<file path="config.mk">
export PLATFORM = sky130hd
export DESIGN_NAME = rft_ctrl
export DESIGN_NICKNAME = d
export VERILOG_FILES = /design/src/rtl/rft_pkg.sv /design/src/rtl/rft_ctrl.sv
export SDC_FILE = /design/constraint.sdc
export NUM_CORES = 1
export LEC_CHECK = 0
export BUFFER_PORTS_ARGS = -buffer_cell sky130_fd_sc_hd__buf_2
export CAP_MARGIN = 20
export CORE_AREA = 4 4 41 43
export CTS_BUF_LIST = sky130_fd_sc_hd__clkbuf_8
export DETAILED_ROUTE_END_ITERATION = 8
export DIE_AREA = 0 0 45 47
export PLACE_DENSITY = 0.68
export SKIP_CTS_REPAIR_TIMING = 1
export SLEW_MARGIN = 20
export SYNTH_ARGS = -nofsm -noshare
export SYNTH_HDL_FRONTEND = slang
export SYNTH_SLANG_ARGS = --single-unit
</file>
<file path="constraint.sdc">
create_clock -name clk -period 1.6 [get_ports clk]
set_input_delay 0.08 -clock clk [delete_from_list [all_inputs] [get_ports clk]]
set_output_delay 0.08 -clock clk [all_outputs]
set_load 0.02 [all_outputs]
</file>
<file path="src/rtl/rft_pkg.sv">
// Shared types and constants for the radius fade transition table.
package rft_pkg;

    localparam int ENTRY_COUNT_DEF = 256;
    localparam int INDEX_W         = 8;
    localparam int COLOR_W         = 24;
    localparam int WORD_W          = 32;
    localparam int RSQ_W           = 63;
    localparam int TICK_W          = 16;
    localparam int PROD_W          = 64;
    localparam int ENTRY_W         = COLOR_W + 3 * WORD_W + RSQ_W;

    typedef enum logic [1:0] {
        OP_TICK  = 2'd0,
        OP_FADE  = 2'd1,
        OP_WRITE = 2'd2,
        OP_READ  = 2'd3
    } op_t;

    typedef struct packed {
        logic [COLOR_W-1:0] color;
        logic [WORD_W-1:0]  target;
        logic [WORD_W-1:0]  elapsed;
        logic [WORD_W-1:0]  duration;
        logic [RSQ_W-1:0]   rsq;
    } entry_t;

    typedef enum logic [3:0] {
        ST_IDLE,
        ST_CLEAR,
        ST_RD,
        ST_RDWAIT,
        ST_MUL1,
        ST_DIVGO,
        ST_DIV,
        ST_SQ,
        ST_UPDATE,
        ST_NEXT,
        ST_OUT
    } state_t;

    // Controller -> datapath commands
    typedef struct packed {
        logic load_op;
        logic inc_addr;
        logic mem_clr_wr;
        logic mul1;
        logic div_start;
        logic square;
        logic update;
        logic emit;
    } ctrl_t;

    // Datapath -> controller status
    typedef struct packed {
        logic is_tick;
        logic idx_ok;
        logic addr_last;
        logic needs_div;
        logic div_done;
    } stat_t;

endpackage

</file>
<file path="src/rtl/rft_ctrl.sv">
// Sequencing state machine for the radius fade transition table.
module rft_ctrl (
    input  logic           clk,
    input  logic           rst_n,
    input  logic           start,
    input  rft_pkg::stat_t stat,
    output rft_pkg::ctrl_t ctrl,
    output logic           busy
);
    import rft_pkg::*;

    state_t state_reg, state_next;

    always_ff @(posedge clk or negedge rst_n)
    begin
        if (!rst_n)
        begin
            state_reg <= ST_CLEAR;
        end
        else
        begin
            state_reg <= state_next;
        end
    end

    always_comb
    begin
        state_next = state_reg;
        ctrl       = '0;
        busy       = 1'b1;
        case (state_reg)
            ST_CLEAR:
            begin
                ctrl.mem_clr_wr = 1'b1;
                ctrl.inc_addr   = 1'b1;
                if (stat.addr_last)
                begin
                    state_next = ST_IDLE;
                end
            end
            ST_IDLE:
            begin
                busy = 1'b0;
                if (start)
                begin
                    ctrl.load_op = 1'b1;
                    state_next   = ST_RD;
                end
            end
            ST_RD:
            begin
                if (!stat.is_tick && !stat.idx_ok)
                begin
                    state_next = ST_OUT;
                end
                else
                begin
                    state_next = ST_RDWAIT;
                end
            end
            ST_RDWAIT:
            begin
                state_next = ST_MUL1;
            end
            ST_MUL1:
            begin
                ctrl.mul1  = 1'b1;
                state_next = stat.needs_div ? ST_DIVGO : ST_UPDATE;
            end
            // product is registered now; hand it to the divider
            ST_DIVGO:
            begin
                ctrl.div_start = 1'b1;
                state_next     = ST_DIV;
            end
            ST_DIV:
            begin
                if (stat.div_done)
                begin
                    state_next = ST_SQ;
                end
            end
            ST_SQ:
            begin
                ctrl.square = 1'b1;
                state_next  = ST_UPDATE;
            end
            ST_UPDATE:
            begin
                ctrl.update = 1'b1;
                state_next  = stat.is_tick ? ST_NEXT : ST_OUT;
            end
            ST_NEXT:
            begin
                ctrl.inc_addr = 1'b1;
                state_next    = stat.addr_last ? ST_OUT : ST_RD;
            end
            ST_OUT:
            begin
                ctrl.emit  = 1'b1;
                state_next = ST_IDLE;
            end
            default:
            begin
                state_next = ST_IDLE;
            end
        endcase
    end

endmodule

</file>
==> results of run 1 <==
synthesized netlist by cell type (2+ instances only):
cell type	count	share of area [%]
nor2_1	9	7.8
buf_6	4	10
nand2_1	4	3.5
a21oi_1	3	3.5
dfrtp_1	3	17
o21ai_1	3	3.5
inv_1	2	1.7
nand2b_1	2	2.9
nand3_1	2	2.3
nor3_1	2	2.3
or2b_1	2	3.5
logic make-up (layout without fill, tap and decap cells):
logic type / after synthesis / in the layout / share of synthesized area [%]
flops: 4 / 4 / 23.55
simple gates: 27 / 27 / 34.30
buf+inv: 7 / 25 / 13.08
compound gates: 16 / 16 / 29.07
cell type report:
class,instances,area (um2),area share [%]
Timing Repair Buffer,18,97.59,17.85
Tap cell,15,18.77,3.432
Inverter,3,11.26,2.059
Clock inverter,1,3.754,0.6865
Multi-Input combinational cell,43,272.8,49.89
Clock buffer,3,41.29,7.551
Sequential cell,4,101.3,18.54
critical path: stages, from the launching register on:
cell,delay (ns)
dfstp_2,0.66
inv_1,0.13
nand2_1,0.14
nor2_1,0.06
buf_2,0.16
per-stage QoR:
| stage | instances | hold slack, ns |
|---|---|---|
| 6_report | 87 | 0.09831 |
| 3_5_place_dp | 82 | -0.1120 |
| 5_1_grt | 87 | 0.1017 |
| 2_1_floorplan | 54 | -0.2156 |
| 3_3_place_gp | 82 | -0.1134 |
| 4_1_cts | 86 | -0.3435 |
metal layers:
| metal | routed length [um] | track usage (%) | vias to the layer above |
|---|---|---|---|
| li1 | - | - | 231 |
| met1 | 457 | 12.98 | 204 |
| met2 | 457 | 14.97 | 25 |
| met3 | 91 | 3.448 | 4 |
| met4 | 17 | 6.433 | 0 |
| met5 | 0 | 0 | - |
how the worst max path moves through the flow:
stage,startpoint,end,slack [ns],depth (start not counted)
5_1_grt,state_reg[0]$_DFFE_PN1P_,ctrl[0],0.05,4
2_1_floorplan,state_reg[0]$_DFFE_PN1P_,state_reg[0]$_DFFE_PN1P_,0.26,4
4_1_cts,state_reg[0]$_DFFE_PN1P_,ctrl[0],0.15,4
3_5_place_dp,state_reg[0]$_DFFE_PN1P_,state_reg[0]$_DFFE_PN1P_,0.26,4
3_3_place_gp,state_reg[0]$_DFFE_PN1P_,state_reg[0]$_DFFE_PN1P_,0.28,4
6_report,state_reg[0]$_DFFE_PN1P_,ctrl[0],0.15,4
power by group:
part | total (mW) | switching, mW | leakage, nW | internal, mW
sequential | 0.268 | 0.118 | 0.0488 | 0.150
combinational | 0.569 | 0.327 | 0.177 | 0.242
clock | 0.218 | 0.0544 | 0.0269 | 0.164
total | 1.06 | 0.500 | 0.252 | 0.556
==> flow_summary.toml, run 1 <==
[placed_design]
pre_cts_ws_ns = 0.2593
portBuffers = 16
gp_congestion = 0.8940
place_area_um2 = 491.7
dp_hpwl_um = 766.6

[finish]
fin_area_um2 = 546.8
utilization_pct = 42.02
final_common_cell = "buf_2"
nFillCells = 150
largest_reg_flops = 4
insertedDiodeCount = 0
area_growth_pct = 27.03
layout-drive-gt1-share_pct = 41.67
nets = 81
mostFrequentLayoutCells = "16 x buf_2, 9 x nor2_1, 4 x nand2_1"

[timing]
final-hold-violation-count = 0
setup_violations = 0
worstMarginPinSlew_ns = 0.3942
setup_tns_ns = 0
rsz0062_at_grt = "false"
fin_ws_ns = 0.1519
clock_skew_ns = 0.001237
period_needed_ns = 1.448
final-max-slew-violation-count = 0
fmax_ghz = 0.6905
min_period_over_period_pct = 90.51
slew_headroom_pct = 73.72

[clock_network]
cts_root_buf = "clkbuf_8"
clockBufferDepth = 2
clkLatencyLatePin_ns = 0.22
h-tree-depth = 1
clkTransAtPathRegs_ns = 0.03
cts_num_sinks = 4
cts_tree = "built"
cts_buffers = 3

[grt]
antenna_found_initial = 0
grt_pass1_vias = 409
grt_pass1_wl_um = 1607
overflow = 0
track_usage_pct = 10.28
grt_max_degree = 14

[logic_synthesis]
ys_seq_area_share_pct = 23.55
synth_edf_count = 0
ys_warn_count = 0
syn_nets = 62
synthArstFlopShare_pct = 100.0
synth_area_um2 = 430.4
synthCells = 54
ys_ff_latch = 4
synth_ff_type = "dfrtp_1"
ys_types = 29
avgSynthCellArea_um2 = 7.971

[drt]
drtIter0Drc = 9
postRouteAntennaNets = 0
wire_per_inst_um = 11.77
via_count = 464
via_per_inst = 5.333
wl_um = 1024
drc_errors = 0
firstDrtPassIters = 4

[power]
p_leak_nw = 0.2524
peakVddDrop_v = 0.001208
power.total_mw = 1.055
power_density_mw_per_mm2 = 1930

[hold_path]
worst_hold_path_type = "in2reg"
whs_endpoint = "state_reg[1]$_DFFE_PN0P_"
min_path_cells = 2
min_from = "stat[0]"

[critical_path]
r2r-start = "state_reg[0]$_DFFE_PN1P_"
reg2reg_setup_slack_ns = 0.25
cp_data_arrival_time_ns = 1.37
worstSetupStartpointType = "flip-flop"
r2r-end = "state_reg[0]$_DFFE_PN1P_"
required_ns = 1.52
reg2reg_depth = 4
criticalPathCategory = "reg2out"
path_max_fanout = 13
endpoint_kind = "primary output"

[die]
die_h_um = 47
die_width_um = 45
dieArea_mm2 = 0.002115
design.core.area_mm2 = 0.001301
std_cell_rows = 13
num_io_pins = 17
initial_core_util_pct = 33.08

[status]
status = "completed"

[flow_run]
cap_viol_max_count = 0
Power figures use the tool's default switching activity.
==> run 2: changes to the inputs <==
Settings changed: HOLD_SLACK_MARGIN set to 0.12.
==> flow_summary.toml, run 2 (synthesized netlist as in run 1, its figures left out) <==
[die]
dieArea_mm2 = 0.002115
design.core.area_mm2 = 0.001301
die_width_um = 45
std_cell_rows = 13
initial_core_util_pct = 33.08
die_h_um = 47
num_io_pins = 17

[clock_network]
clkLatencyLatePin_ns = 0.22
cts_buffers = 3
cts_root_buf = "clkbuf_8"
cts_tree = "built"
clkTransAtPathRegs_ns = 0.03
h-tree-depth = 1
clockBufferDepth = 2
cts_num_sinks = 4

[timing]
clock_skew_ns = 0.001237
slew_headroom_pct = 73.72
period_needed_ns = 1.448
whs_ns = 0.1249
fmax_ghz = 0.6905
fin_ws_ns = 0.1518
min_period_over_period_pct = 90.51
worstMarginPinSlew_ns = 0.3942
final-max-slew-violation-count = 0
rsz0062_at_grt = "false"
final-hold-violation-count = 0
setup_violations = 0
setup_tns_ns = 0

[drt]
wire_per_inst_um = 11.66
via_count = 468
wl_um = 1026
drtIter0Drc = 9
postRouteAntennaNets = 0
drc_errors = 0
firstDrtPassIters = 4
via_per_inst = 5.318

[grt]
overflow = 0
grt_pass1_vias = 409
antenna_found_initial = 0
grt_pass1_wl_um = 1607
grt_max_degree = 14
track_usage_pct = 10.28

[critical_path]
cp_data_arrival_time_ns = 1.37
endpoint_kind = "primary output"
path_max_fanout = 13
criticalPathCategory = "reg2out"
required_ns = 1.52
worstSetupStartpointType = "flip-flop"

[finish]
final_common_cell = "buf_2"
largest_reg_flops = 4
utilization_pct = 42.79
area_growth_pct = 29.36
nets = 82
layout-drive-gt1-share_pct = 41.10
insertedDiodeCount = 0
final_cells = 88
mostFrequentLayoutCells = "16 x buf_2, 9 x nor2_1, 4 x nand2_1"
fin_area_um2 = 556.8

[status]
status = "completed"

[placed_design]
gp_congestion = 0.8940
pre_cts_ws_ns = 0.2593
dp_hpwl_um = 766.6
place_area_um2 = 491.7
dp.cells = 82
portBuffers = 16

[flow_run]
cap_viol_max_count = 0

[power]
power.total_mw = 1.057
p_leak_nw = 0.2565
power_density_mw_per_mm2 = 1899
peakVddDrop_v = 0.001208

[hold_path]
worst_hold_path_type = "in2reg"
-- run 2: changes by cell type in the layout (fill, tap and decap cells not counted), sizes merged --
cell,previous run,this run
dlygate4sd3,1,2
-- run 2: worst paths after layout --
kind                                                from                  endpoint  slack (ns)  cells past startpoint
worst max-delay path            state_reg[0]$_DFFE_PN1P_                   ctrl[0]        0.15                      4
worst min-delay path                             stat[2]  state_reg[0]$_DFFE_PN1P_        0.12                      3
worst max register to register  state_reg[0]$_DFFE_PN1P_  state_reg[0]$_DFFE_PN1P_        0.25                      4
worst min register to register  state_reg[3]$_DFFE_PN0P_  state_reg[2]$_DFFE_PN0P_        0.66                      1
max in group asynchronous                          rst_n  state_reg[0]$_DFFE_PN1P_        1.19                      2
min in group asynchronous                          rst_n  state_reg[2]$_DFFE_PN0P_        0.20                      2
-- run 2: area by class of cell --
class,count,area [um2]
Fill cell,150,744.5
Clock inverter,1,3.754
Tap cell,15,18.77
Multi-Input combinational cell,43,272.8
Timing Repair Buffer,19,107.6
Sequential cell,4,101.3
Inverter,3,11.26
Clock buffer,3,41.29
-- run 2: layer usage --
| metal | global-route usage, % | vias to the layer above | share of wire (%) |
|---|---|---|---|
| met5 | 0 | - | 0 |
| met4 | 6.433 | 0 | 1.7 |
| met3 | 3.448 | 4 | 8.9 |
| met2 | 14.97 | 25 | 44 |
| met1 | 12.98 | 206 | 45 |
| li1 | - | 233 | - |
-- run 2: worst max-delay path: stages (launching register included) --
cell	delay, ns
dfstp_2	0.66
inv_1	0.13
nand2_1	0.14
nor2_1	0.06
buf_2	0.16
-- run 2: report_power, final --
part           switching (mW)  internal [mW]  leakage [nW]
sequential              0.118          0.150        0.0488
combinational           0.328          0.243         0.181
clock                  0.0544          0.164        0.0269
total                   0.500          0.557         0.257
